## src/rtl/tiex_pkg.sv

```systemverilog
// Shared types, codes and constants for the tiny instruction execute block.
`default_nettype none

package tiex_pkg;

    localparam int MEM_DEPTH_DEF  = 256;
    localparam int PROG_DEPTH_DEF = 1024;
    localparam int REG_COUNT_DEF  = 6;
    localparam int QUEUE_DEPTH    = 2;

    localparam int PC_W       = 16;
    localparam int LEN_W      = 11;
    localparam int CFG_DATA_W = 16;
    localparam int CFG_IDX_W  = 1;
    localparam int CNT_W      = 32;

    localparam logic [5:0] CYC_ALU  = 6'd1;
    localparam logic [5:0] CYC_HIT  = 6'd2;
    localparam logic [5:0] CYC_MISS = 6'd45;

    typedef enum logic [2:0] {
        FUNC_MOV     = 3'd0,
        FUNC_ADD_REG = 3'd1,
        FUNC_ADD_IMM = 3'd2,
        FUNC_CMP     = 3'd3,
        FUNC_JE      = 3'd4,
        FUNC_JMP     = 3'd5,
        FUNC_LD      = 3'd6,
        FUNC_ST      = 3'd7
    } t_func;

    typedef enum logic [CFG_IDX_W-1:0] {
        CFG_PROG_START  = 1'b0,
        CFG_PROG_LENGTH = 1'b1
    } t_cfg_idx;

    typedef struct packed {
        logic                  we;
        t_cfg_idx              idx;
        logic [CFG_DATA_W-1:0] data;
    } t_cfg_wr;

    // Instruction after decode, as it waits in the queue.
    typedef struct packed {
        t_func            func;
        logic [2:0]       reg_a;
        logic             ra_ok;
        logic [2:0]       reg_b;
        logic             rb_ok;
        logic [7:0]       imm;
        logic [PC_W-1:0]  target;
        logic             is_mem;
        logic             wr_reg;
    } t_dec_item;

    typedef struct packed {
        logic empty;
        logic full;
    } t_q_stat;

endpackage

`default_nettype wire

```

## src/rtl/tiex_in_if.sv

```systemverilog
// Instruction input channel.
`default_nettype none

interface tiex_in_if;
    logic              valid;
    logic              ready;
    logic [2:0]        func;
    logic [2:0]        reg_a;
    logic [2:0]        reg_b;
    logic signed [7:0] immediate;
    logic [15:0]       jump_target;

    modport source (output valid, func, reg_a, reg_b, immediate, jump_target, input ready);
    modport sink   (input valid, func, reg_a, reg_b, immediate, jump_target, output ready);
endinterface

`default_nettype wire

```

## src/rtl/tiex_out_if.sv

```systemverilog
// Result output channel.
`default_nettype none

interface tiex_out_if;
    logic        valid;
    logic        ready;
    logic [15:0] next_pc;
    logic        halted;
    logic [31:0] executed_count;
    logic [31:0] cycle_total;
    logic [31:0] hit_count;
    logic [31:0] access_count;

    modport source (output valid, next_pc, halted, executed_count, cycle_total, hit_count,
                    access_count, input ready);
    modport sink   (input valid, next_pc, halted, executed_count, cycle_total, hit_count,
                    access_count, output ready);
endinterface

`default_nettype wire

```

## src/rtl/tiny_isa_execute_with_local_memory_top.sv

```systemverilog
// Top level of the tiny instruction execute block with local memory.
//
//   Channel    Dir  Handshake     Payload
//   i_item     in   valid/ready   func, reg_a, reg_b, immediate, jump_target
//   o_result   out  valid/ready   next_pc, halted, executed_count, cycle_total,
//                                 hit_count, access_count
//   i_cfg_*    in   write enable  i_cfg_idx, i_cfg_data
//
// One instruction completes per cycle while results are taken; a load waits in execute
// because the local memory read is registered before the loaded byte is written back.
// Decoded instructions wait in a two-entry queue, so the front keeps taking instructions
// while a result waits in the output register, until the queue holds two; then ready drops.
// Reset is synchronous; memory valid marks live in flip-flops, so no clearing pass runs.
// Results stall execute only when the output register is full and not being taken.
`default_nettype none

module tiny_isa_execute_with_local_memory_top #(
    parameter int MEM_DEPTH  = tiex_pkg::MEM_DEPTH_DEF,
    parameter int PROG_DEPTH = tiex_pkg::PROG_DEPTH_DEF,
    parameter int REG_COUNT  = tiex_pkg::REG_COUNT_DEF
) (
    input  logic                            i_clk,
    input  logic                            i_rst_n,
    input  logic                            i_cfg_we,
    input  logic [tiex_pkg::CFG_IDX_W-1:0]  i_cfg_idx,
    input  logic [tiex_pkg::CFG_DATA_W-1:0] i_cfg_data,
    tiex_in_if.sink                         i_item,
    tiex_out_if.source                      o_result
);

    tiex_pkg::t_cfg_wr   cfg;
    tiex_pkg::t_dec_item dec;
    tiex_pkg::t_dec_item head;
    tiex_pkg::t_q_stat   q_stat;
    logic                push;
    logic                pop;

    assign cfg.we   = i_cfg_we;
    assign cfg.idx  = tiex_pkg::t_cfg_idx'(i_cfg_idx);
    assign cfg.data = i_cfg_data;

    tiex_front #(
        .REG_COUNT (REG_COUNT)
    ) u_front (
        .i_item   (i_item),
        .i_q_full (q_stat.full),
        .o_push   (push),
        .o_dec    (dec)
    );

    tiex_queue u_queue (
        .i_clk   (i_clk),
        .i_rst_n (i_rst_n),
        .i_push  (push),
        .i_data  (dec),
        .i_pop   (pop),
        .o_head  (head),
        .o_stat  (q_stat)
    );

    tiex_back #(
        .MEM_DEPTH  (MEM_DEPTH),
        .PROG_DEPTH (PROG_DEPTH),
        .REG_COUNT  (REG_COUNT)
    ) u_back (
        .i_clk     (i_clk),
        .i_rst_n   (i_rst_n),
        .i_cfg     (cfg),
        .i_head    (head),
        .i_q_empty (q_stat.empty),
        .o_pop     (pop),
        .o_result  (o_result)
    );

    a_queue_state: assert property (@(posedge i_clk) disable iff (!i_rst_n)
        !(q_stat.empty && q_stat.full))
        else $error("queue reports empty and full at once");

    a_pop_nonempty: assert property (@(posedge i_clk) disable iff (!i_rst_n)
        pop |-> !q_stat.empty)
        else $error("execute retired an instruction from an empty queue");

    a_pop_result: assert property (@(posedge i_clk) disable iff (!i_rst_n)
        pop |=> o_result.valid)
        else $error("retired instruction produced no result");

endmodule

`default_nettype wire

```

## src/rtl/tiex_front.sv

```systemverilog
// Front end: accepts instructions and decodes them for the queue.
`default_nettype none

module tiex_front #(
    parameter int REG_COUNT = tiex_pkg::REG_COUNT_DEF
) (
    tiex_in_if.sink              i_item,
    input  logic                 i_q_full,
    output logic                 o_push,
    output tiex_pkg::t_dec_item  o_dec
);

    localparam logic [3:0] REG_LIM = 4'(REG_COUNT);

    tiex_pkg::t_func func;
    logic            ra_ok;

    assign i_item.ready = !i_q_full;
    assign o_push       = i_item.valid && !i_q_full;

    assign func  = tiex_pkg::t_func'(i_item.func);
    assign ra_ok = {1'b0, i_item.reg_a} < REG_LIM;

    always_comb begin
        o_dec.func   = func;
        o_dec.reg_a  = i_item.reg_a;
        o_dec.ra_ok  = ra_ok;
        o_dec.reg_b  = i_item.reg_b;
        o_dec.rb_ok  = {1'b0, i_item.reg_b} < REG_LIM;
        o_dec.imm    = i_item.immediate;
        o_dec.target = i_item.jump_target;
        o_dec.is_mem = 1'b0;
        o_dec.wr_reg = 1'b0;
        case (func)
            tiex_pkg::FUNC_MOV, tiex_pkg::FUNC_ADD_REG, tiex_pkg::FUNC_ADD_IMM: begin
                o_dec.wr_reg = ra_ok;
            end
            tiex_pkg::FUNC_LD: begin
                o_dec.wr_reg = ra_ok;
                o_dec.is_mem = 1'b1;
            end
            tiex_pkg::FUNC_ST: begin
                o_dec.is_mem = 1'b1;
            end
            default: begin
                o_dec.wr_reg = 1'b0;
            end
        endcase
    end

endmodule

`default_nettype wire

```

## src/rtl/tiex_queue.sv

```systemverilog
// Short queue of decoded instructions between front end and execute.
`default_nettype none

module tiex_queue (
    input  logic                 i_clk,
    input  logic                 i_rst_n,
    input  logic                 i_push,
    input  tiex_pkg::t_dec_item  i_data,
    input  logic                 i_pop,
    output tiex_pkg::t_dec_item  o_head,
    output tiex_pkg::t_q_stat    o_stat
);

    localparam int DEPTH = tiex_pkg::QUEUE_DEPTH;
    localparam int PW    = (DEPTH > 1) ? $clog2(DEPTH) : 1;
    localparam int CW    = $clog2(DEPTH + 1);
    localparam logic [PW-1:0] LAST  = PW'(DEPTH - 1);
    localparam logic [CW-1:0] FULLC = CW'(DEPTH);

    tiex_pkg::t_dec_item r_mem [DEPTH];
    logic [PW-1:0] r_wr_ptr, n_wr_ptr;
    logic [PW-1:0] r_rd_ptr, n_rd_ptr;
    logic [CW-1:0] r_count,  n_count;

    assign o_head       = r_mem[r_rd_ptr];
    assign o_stat.empty = (r_count == '0);
    assign o_stat.full  = (r_count == FULLC);

    always_comb begin
        n_wr_ptr = r_wr_ptr;
        n_rd_ptr = r_rd_ptr;
        n_count  = r_count;
        if (i_push) begin
            n_wr_ptr = (r_wr_ptr == LAST) ? '0 : r_wr_ptr + 1'b1;
        end
        if (i_pop) begin
            n_rd_ptr = (r_rd_ptr == LAST) ? '0 : r_rd_ptr + 1'b1;
        end
        if (i_push && !i_pop) begin
            n_count = r_count + 1'b1;
        end else if (!i_push && i_pop) begin
            n_count = r_count - 1'b1;
        end
    end

    always_ff @(posedge i_clk) begin
        if (!i_rst_n) begin
            r_wr_ptr <= '0;
            r_rd_ptr <= '0;
            r_count  <= '0;
        end else begin
            r_wr_ptr <= n_wr_ptr;
            r_rd_ptr <= n_rd_ptr;
            r_count  <= n_count;
        end
    end

    always_ff @(posedge i_clk) begin
        if (i_push) begin
            r_mem[r_wr_ptr] <= i_data;
        end
    end

endmodule

`default_nettype wire

```

## src/rtl/tiex_back.sv

```systemverilog
// Execute stage: register file, local memory, program counter and statistics.
`default_nettype none

module tiex_back #(
    parameter int MEM_DEPTH  = tiex_pkg::MEM_DEPTH_DEF,
    parameter int PROG_DEPTH = tiex_pkg::PROG_DEPTH_DEF,
    parameter int REG_COUNT  = tiex_pkg::REG_COUNT_DEF
) (
    input  logic                 i_clk,
    input  logic                 i_rst_n,
    input  tiex_pkg::t_cfg_wr    i_cfg,
    input  tiex_pkg::t_dec_item  i_head,
    input  logic                 i_q_empty,
    output logic                 o_pop,
    tiex_out_if.source           o_result
);

    localparam int AW = $clog2(MEM_DEPTH);
    localparam int RW = $clog2(REG_COUNT);
    localparam int PW = tiex_pkg::PC_W;
    localparam int LW = tiex_pkg::LEN_W;
    localparam int CN = tiex_pkg::CNT_W;
    localparam logic [PW:0] PROG_LIM = (PW + 1)'(PROG_DEPTH);

    logic [PW-1:0] r_pc,    n_pc;
    logic [PW-1:0] r_start;
    logic [LW-1:0] r_len;
    logic [7:0]    r_rf [REG_COUNT];
    logic          r_eq;
    logic [7:0]    r_mem_data [MEM_DEPTH];
    logic [MEM_DEPTH-1:0] r_mem_valid;
    logic [MEM_DEPTH-1:0] r_mem_wr;
    logic [CN-1:0] r_exec, n_exec;
    logic [CN-1:0] r_cyc,  n_cyc;
    logic [CN-1:0] r_hit,  n_hit;
    logic [CN-1:0] r_acc,  n_acc;
    logic          r_ld_phase;
    logic [7:0]    r_ld_data;
    logic          r_out_valid;
    logic [PW-1:0] r_out_pc;
    logic          r_out_halted;
    logic [CN-1:0] r_out_exec, r_out_cyc, r_out_hit, r_out_acc;

    logic          live, is_ld, out_free, ld_issue, fire, running, hit;
    logic [7:0]    a_val, b_val, addr_src, ld_val, wdata;
    logic [AW-1:0] maddr;
    logic [PW-1:0] npc;
    logic [5:0]    cyc_add;

    // Program window test; the end is computed one bit wider so it cannot wrap.
    function automatic logic in_window(input logic [PW-1:0] addr, input logic [PW-1:0] start,
                                       input logic [LW-1:0] len);
        logic [PW:0] len_c;
        logic [PW:0] win_end;
        len_c   = {{(PW + 1 - LW){1'b0}}, len};
        len_c   = (len_c > PROG_LIM) ? PROG_LIM : len_c;
        win_end = {1'b0, start} + len_c;
        return (addr >= start) && ({1'b0, addr} < win_end);
    endfunction

    // Byte address reduced to the memory depth by a short restoring subtract chain.
    function automatic logic [AW-1:0] mem_addr(input logic [7:0] v);
        logic [11:0] r;
        r = {4'b0, v};
        for (int k = 3; k >= 0; k--) begin
            if (r >= 12'(MEM_DEPTH << k)) begin
                r = r - 12'(MEM_DEPTH << k);
            end
        end
        return r[AW-1:0];
    endfunction

    assign live     = !i_q_empty;
    assign is_ld    = (i_head.func == tiex_pkg::FUNC_LD);
    assign out_free = !r_out_valid || o_result.ready;
    // A load first reads memory into a register, then completes when out_free is set.
    assign ld_issue = live && is_ld && !r_ld_phase;
    assign fire     = live && (!is_ld || r_ld_phase) && out_free;
    assign o_pop    = fire;
    assign running  = in_window(r_pc, r_start, r_len);

    assign a_val    = i_head.ra_ok ? r_rf[i_head.reg_a[RW-1:0]] : 8'd0;
    assign b_val    = i_head.rb_ok ? r_rf[i_head.reg_b[RW-1:0]] : 8'd0;
    assign addr_src = is_ld ? b_val : a_val;
    assign maddr    = mem_addr(addr_src);
    assign hit      = r_mem_valid[maddr];
    assign ld_val   = r_mem_wr[maddr] ? r_ld_data : 8'd0;
    assign cyc_add  = i_head.is_mem ? (hit ? tiex_pkg::CYC_HIT : tiex_pkg::CYC_MISS)
                                    : tiex_pkg::CYC_ALU;

    always_comb begin
        npc   = r_pc + 1'b1;
        wdata = i_head.imm;
        case (i_head.func)
            tiex_pkg::FUNC_MOV:     wdata = i_head.imm;
            tiex_pkg::FUNC_ADD_REG: wdata = a_val + b_val;
            tiex_pkg::FUNC_ADD_IMM: wdata = a_val + i_head.imm;
            tiex_pkg::FUNC_LD:      wdata = ld_val;
            tiex_pkg::FUNC_JE: begin
                if (r_eq) begin
                    npc = i_head.target;
                end
            end
            tiex_pkg::FUNC_JMP:     npc = i_head.target;
            default:                wdata = i_head.imm;
        endcase
    end

    always_comb begin
        n_pc   = r_pc;
        n_exec = r_exec;
        n_cyc  = r_cyc;
        n_hit  = r_hit;
        n_acc  = r_acc;
        if (running) begin
            n_pc   = npc;
            n_exec = r_exec + 1'b1;
            n_cyc  = r_cyc + {{(CN - 6){1'b0}}, cyc_add};
            if (i_head.is_mem) begin
                n_acc = r_acc + 1'b1;
                if (hit) begin
                    n_hit = r_hit + 1'b1;
                end
            end
        end
    end

    always_ff @(posedge i_clk) begin
        if (!i_rst_n) begin
            r_pc        <= '0;
            r_start     <= '0;
            r_len       <= '0;
            r_eq        <= 1'b0;
            r_mem_valid <= '0;
            r_mem_wr    <= '0;
            r_exec      <= '0;
            r_cyc       <= '0;
            r_hit       <= '0;
            r_acc       <= '0;
            r_ld_phase  <= 1'b0;
            r_out_valid <= 1'b0;
            for (int i = 0; i < REG_COUNT; i++) begin
                r_rf[i] <= '0;
            end
        end else begin
            if (i_cfg.we) begin
                case (i_cfg.idx)
                    tiex_pkg::CFG_PROG_START: begin
                        r_start <= i_cfg.data;
                        r_pc    <= i_cfg.data;
                    end
                    tiex_pkg::CFG_PROG_LENGTH: begin
                        r_len <= i_cfg.data[LW-1:0];
                    end
                    default: begin
                        r_len <= r_len;
                    end
                endcase
            end
            if (fire) begin
                r_out_valid <= 1'b1;
            end else if (o_result.valid && o_result.ready) begin
                r_out_valid <= 1'b0;
            end
            if (ld_issue) begin
                r_ld_phase <= 1'b1;
            end
            if (fire) begin
                r_ld_phase  <= 1'b0;
                r_pc        <= n_pc;
                r_exec      <= n_exec;
                r_cyc       <= n_cyc;
                r_hit       <= n_hit;
                r_acc       <= n_acc;
                if (running) begin
                    if (i_head.wr_reg) begin
                        r_rf[i_head.reg_a[RW-1:0]] <= wdata;
                    end
                    if (i_head.func == tiex_pkg::FUNC_CMP) begin
                        r_eq <= (a_val == b_val);
                    end
                    if (i_head.is_mem) begin
                        r_mem_valid[maddr] <= 1'b1;
                    end
                    if (i_head.func == tiex_pkg::FUNC_ST) begin
                        r_mem_wr[maddr] <= 1'b1;
                    end
                end
            end
        end
    end

    always_ff @(posedge i_clk) begin
        if (ld_issue) begin
            r_ld_data <= r_mem_data[maddr];
        end
        if (fire && running && (i_head.func == tiex_pkg::FUNC_ST)) begin
            r_mem_data[maddr] <= b_val;
        end
    end

    always_ff @(posedge i_clk) begin
        if (fire) begin
            r_out_pc     <= n_pc;
            r_out_halted <= !in_window(n_pc, r_start, r_len);
            r_out_exec   <= n_exec;
            r_out_cyc    <= n_cyc;
            r_out_hit    <= n_hit;
            r_out_acc    <= n_acc;
        end
    end

    assign o_result.valid          = r_out_valid;
    assign o_result.next_pc        = r_out_pc;
    assign o_result.halted         = r_out_halted;
    assign o_result.executed_count = r_out_exec;
    assign o_result.cycle_total    = r_out_cyc;
    assign o_result.hit_count      = r_out_hit;
    assign o_result.access_count   = r_out_acc;

endmodule

`default_nettype wire

```

## src/flat_wrapper.sv

```systemverilog
// flat-port wrapper written by rule: the top's interface ports become plain ports
module tiny_isa_execute_with_local_memory_top_flat 
#(
    parameter int MEM_DEPTH  = tiex_pkg::MEM_DEPTH_DEF,
    parameter int PROG_DEPTH = tiex_pkg::PROG_DEPTH_DEF,
    parameter int REG_COUNT  = tiex_pkg::REG_COUNT_DEF
)
  (i_clk, i_rst_n, i_cfg_we, i_cfg_idx, i_cfg_data, i_item_valid, i_item_func, i_item_reg_a, i_item_reg_b, i_item_immediate, i_item_jump_target, i_item_ready, o_result_valid, o_result_next_pc, o_result_halted, o_result_executed_count, o_result_cycle_total, o_result_hit_count, o_result_access_count, o_result_ready);
  tiex_in_if i_item_i ();
  tiex_out_if o_result_i ();
  input  logic i_clk;
  input  logic i_rst_n;
  input  logic i_cfg_we;
  input  logic [tiex_pkg::CFG_IDX_W-1:0] i_cfg_idx;
  input  logic [tiex_pkg::CFG_DATA_W-1:0] i_cfg_data;
  input wire logic [$bits(i_item_i.valid)-1:0] i_item_valid;
  input wire logic [$bits(i_item_i.func)-1:0] i_item_func;
  input wire logic [$bits(i_item_i.reg_a)-1:0] i_item_reg_a;
  input wire logic [$bits(i_item_i.reg_b)-1:0] i_item_reg_b;
  input wire logic [$bits(i_item_i.immediate)-1:0] i_item_immediate;
  input wire logic [$bits(i_item_i.jump_target)-1:0] i_item_jump_target;
  output wire logic [$bits(i_item_i.ready)-1:0] i_item_ready;
  output wire logic [$bits(o_result_i.valid)-1:0] o_result_valid;
  output wire logic [$bits(o_result_i.next_pc)-1:0] o_result_next_pc;
  output wire logic [$bits(o_result_i.halted)-1:0] o_result_halted;
  output wire logic [$bits(o_result_i.executed_count)-1:0] o_result_executed_count;
  output wire logic [$bits(o_result_i.cycle_total)-1:0] o_result_cycle_total;
  output wire logic [$bits(o_result_i.hit_count)-1:0] o_result_hit_count;
  output wire logic [$bits(o_result_i.access_count)-1:0] o_result_access_count;
  input wire logic [$bits(o_result_i.ready)-1:0] o_result_ready;
  assign i_item_i.valid = i_item_valid;
  assign i_item_i.func = i_item_func;
  assign i_item_i.reg_a = i_item_reg_a;
  assign i_item_i.reg_b = i_item_reg_b;
  assign i_item_i.immediate = i_item_immediate;
  assign i_item_i.jump_target = i_item_jump_target;
  assign i_item_ready = i_item_i.ready;
  assign o_result_valid = o_result_i.valid;
  assign o_result_next_pc = o_result_i.next_pc;
  assign o_result_halted = o_result_i.halted;
  assign o_result_executed_count = o_result_i.executed_count;
  assign o_result_cycle_total = o_result_i.cycle_total;
  assign o_result_hit_count = o_result_i.hit_count;
  assign o_result_access_count = o_result_i.access_count;
  assign o_result_i.ready = o_result_ready;
  tiny_isa_execute_with_local_memory_top #(.MEM_DEPTH(MEM_DEPTH), .PROG_DEPTH(PROG_DEPTH), .REG_COUNT(REG_COUNT)) u_core (.i_clk(i_clk), .i_rst_n(i_rst_n), .i_cfg_we(i_cfg_we), .i_cfg_idx(i_cfg_idx), .i_cfg_data(i_cfg_data), .i_item(i_item_i), .o_result(o_result_i));
endmodule
```

## config.mk

```make
export PLATFORM = sky130hd
export DESIGN_NAME = tiny_isa_execute_with_local_memory_top_flat
export DESIGN_NICKNAME = d
export VERILOG_FILES = /design/src/rtl/tiex_pkg.sv /design/src/rtl/tiex_in_if.sv /design/src/rtl/tiex_out_if.sv /design/src/rtl/tiny_isa_execute_with_local_memory_top.sv /design/src/rtl/tiex_front.sv /design/src/rtl/tiex_queue.sv /design/src/rtl/tiex_back.sv /design/src/flat_wrapper.sv
export SDC_FILE = /design/constraint.sdc
export NUM_CORES = 2
export LEC_CHECK = 0
export ABC_AREA = 0
export BUFFER_PORTS_ARGS = -buffer_cell sky130_fd_sc_hd__buf_2
export CORE_MARGIN = 8
export CORE_UTILIZATION = 45
export CTS_BUF_LIST = sky130_fd_sc_hd__clkbuf_8
export CTS_CLUSTER_DIAMETER = 200
export DETAILED_ROUTE_END_ITERATION = 10
export PLACE_DENSITY = 0.59
export SLEW_MARGIN = 10
export SYNTH_ARGS = -nofsm -noshare
export SYNTH_HDL_FRONTEND = slang
export SYNTH_SLANG_ARGS = --single-unit
```

## constraint.sdc

```tcl
create_clock -name i_clk -period 14.99 [get_ports i_clk]
set_input_delay 1.499 -clock i_clk [delete_from_list [all_inputs] [get_ports i_clk]]
set_output_delay 1.499 -clock i_clk [all_outputs]
set_load 0.03 [all_outputs]
```

==> run summary <==
Status: finished, final reports clean
Core Area: 282,000 um^2
Row cnt: 195
Initial antenna violation count: 15
Seq cells post-synth: 3,030
Total power: 0.0284 W
Worst-case clock buffer depth: 4
Kind of critical path: reg -> reg
Final period util: 66.7%
Worst skew pair latency: 1180 ps
PortBufs: 201
Worst Clk Skew: 104 ps
Max_slew headroom: 9.21%
Hold Vio Cnt, Final: 0
Post-Syn Instances: 11,200
Slew Limit Fails: 0
Avg Synthesized Cell Area: 11.3 um^2
Initial Utilization: 45.2%
H-tree levels: 6
GRT Overall Usage: 25.9%
Synth Net Count: 11,400
Critical Path RT: 15,980 ps
Via count: 92,000
Die area: 300,000 um^2
CTS tree: done
Fraction of layout cells with a size suffix above 1: 10.1%
Postcts setup bufs: 0
Power Density: 200 nW/um^2
CTS buffer count: 520
Buf/Inv on CP: 5
Chip Width: 548 um
CP endpoint kind: flop
First-pass GRT wire length: 592,000 um
# clock sinks: 3,030
Finished Cell Area: 142,000 um^2
Peak supply drop: 0.221 mV
Cell mode on critical path: buf_4
Clock Tree Root: clkbuf_8
Vias per cell: 5.94
Fin cells: 15,500
Max frequency: 100 MHz
Hold/Removal Path Class: reg -> reg
FFs w/ async S/R, synth: 0%
Setup TNS: 0 ps
Area post-placement: 132,000 um^2
Most common cell after layout, fill and taps aside: nand2_1
DP Wirelength: 245,000 um
1st-iter DRT viols: 10,900
Most frequent cells in the layout: nand2_1 (2,599), edfxtp_1 (2,339), nor2_1 (892)
DRT Pass-1 Iters: 8
Drt drc: 0
DRT Wirelength: 406,000 um
Die Y: 548 um
Wirelength per Cell: 26.2 um
Pin count of the biggest net entering global routing: 186
Total gr overflow: 0
Worst EP arrival: 10,980 ps
CP max stage delay: 840 ps
Reg clk slew, reported paths: 60 ps
RSZ-0062 raised after global routing: false
Post-route ant nets: 0
Area growth, synth to finish: 11.3%
Top Family by Delay on Critical Path: simple AND/OR/NAND/NOR gates
DP Cell Count: 14,500
Worst-path fanout max: 91
Synth cell types: 82
Max-Cap Viols: 0
Crit-path slowest cell: a2111oi_0
I/O pins: 202
Cts hold-fix bufs: 0
Post-synth EDFFs: 2,339
Ys Warns: 0
Leakage: 50.4 nW
Main synth FF type: edfxtp_1
Element type at the critical path start: flop
PostCTS Resize Cnt: 0
Final cell utilization of the core: 50.3%
Slew @ Worst Pin: 1360 ps
Sequential share of the synthesized area: 66.0%
# setup viols final: 0
Crit path time final: 10000 ps
Fin nets: 11,500
GPL Wtd Cong: 0.918
Vias in the first global route: 87,300
Syn Std Cell Area: 127,000 um^2
worst reg2reg max path, delay by kind of cell, from the launching register on:
family                     cells  cell delay [ps]
and+or+nand+nor               13             3350
buffers and inverters          5             2900
AOI/OAI and AO/OA              7             2470
DFF                            1              620
adders and majority gates      1              350
xor gates and xnor gates       1              160
metal layers:
layer | GRT usage, % | part of all wire (%)
met2 | 39.8 | 45
met4 | 10.2 | 4.2
met3 | 5.46 | 9.2
met1 | 36.0 | 42
met5 | 0 | 0.0084
cell type report:
cell class,instances,area [um^2]
fill,24900,140000
sequential,3030,84100
multi-input combinational,7281,39700
clock buffer,577,7940
tap,3743,4680
timing repair buffer,388,2660
clock inverter,364,2220
inverter,104,440
antenna,5,12.5
per-stage QoR:
step                      setup WS, ps  hold WS, ps
final                             4990          450
after global routing              4360          466
after CTS                         5070          433
after detailed placement          5090          438
after global placement            5160          439
after floorplan                   1590          426
cells in the mapped netlist, drive strengths merged, types with 106 or more instances:
library cell	n	area share [%]
xnor2	106	0.73
a21oi	312	1.2
mux2i	141	1.1
buf	410	1.6
and3	290	1.4
nor2	907	2.7
nand2	2616	7.7
o21a	317	1.9
nor3	109	0.43
o21ai	122	0.48
clkbuf	395	1.2
nand3	782	3.1
edfxtp	2339	55
a311oi	436	3.0
dfxtp	691	11
a31oi	217	1.1
xor2	122	0.84
cells by family after synthesis:
kind of cell | synth area share [%]
fa+ha+maj | 0.908
flops | 66.0
buf+inv | 3.07
mux | 1.50
compound gates | 10.2
simple gates | 16.8
xor+xnor | 1.57
flip-flops by register name, summed over array words and instances, names as in the netlist, 2 cells and up, named ones only:
register                               count
u_core.u_back.r_cyc                       32
u_core.u_back.o_result.hit_count          32
u_core.u_back.r_rf                        64
u_core.u_back.r_exec                      32
u_core.u_back.r_pc                        16
u_core.u_back.o_result.cycle_total        32
u_core.u_back.o_result.next_pc            16
u_core.u_back.r_start                     16
u_core.u_back.r_mem_data                2048
u_core.u_queue.r_count                     2
u_core.u_queue.r_mem                      74
u_core.u_back.o_result.executed_count     32
u_core.u_back.r_ld_data                    8
u_core.u_back.r_hit                       32
u_core.u_back.r_mem_valid                256
u_core.u_back.r_len                       11
u_core.u_back.o_result.access_count       32
u_core.u_back.r_acc                       32
u_core.u_back.r_mem_wr                   256
path summary, 6_finish.rpt:
path                                             from                                   end  slack [ps]  cells after the start
setup / recovery                                 flop  u_core.u_back.r_cyc[28]$_SDFFE_PN0P_        4990                     27
hold / removal    u_core.u_back.r_len[2]$_SDFFE_PN0P_   u_core.u_back.r_len[2]$_SDFFE_PN0P_         450                      2
setup reg to reg                                 flop  u_core.u_back.r_cyc[28]$_SDFFE_PN0P_        4990                     27
hold reg to reg   u_core.u_back.r_len[2]$_SDFFE_PN0P_   u_core.u_back.r_len[2]$_SDFFE_PN0P_         450                      2
report_power, final:
part	total, W	internal [W]	switching, W
registers	0.0103	0.0102	0.000176
clock network	0.00733	0.00379	0.00354
logic	0.0107	0.00247	0.00827
(Power assumes the default switching activity.)
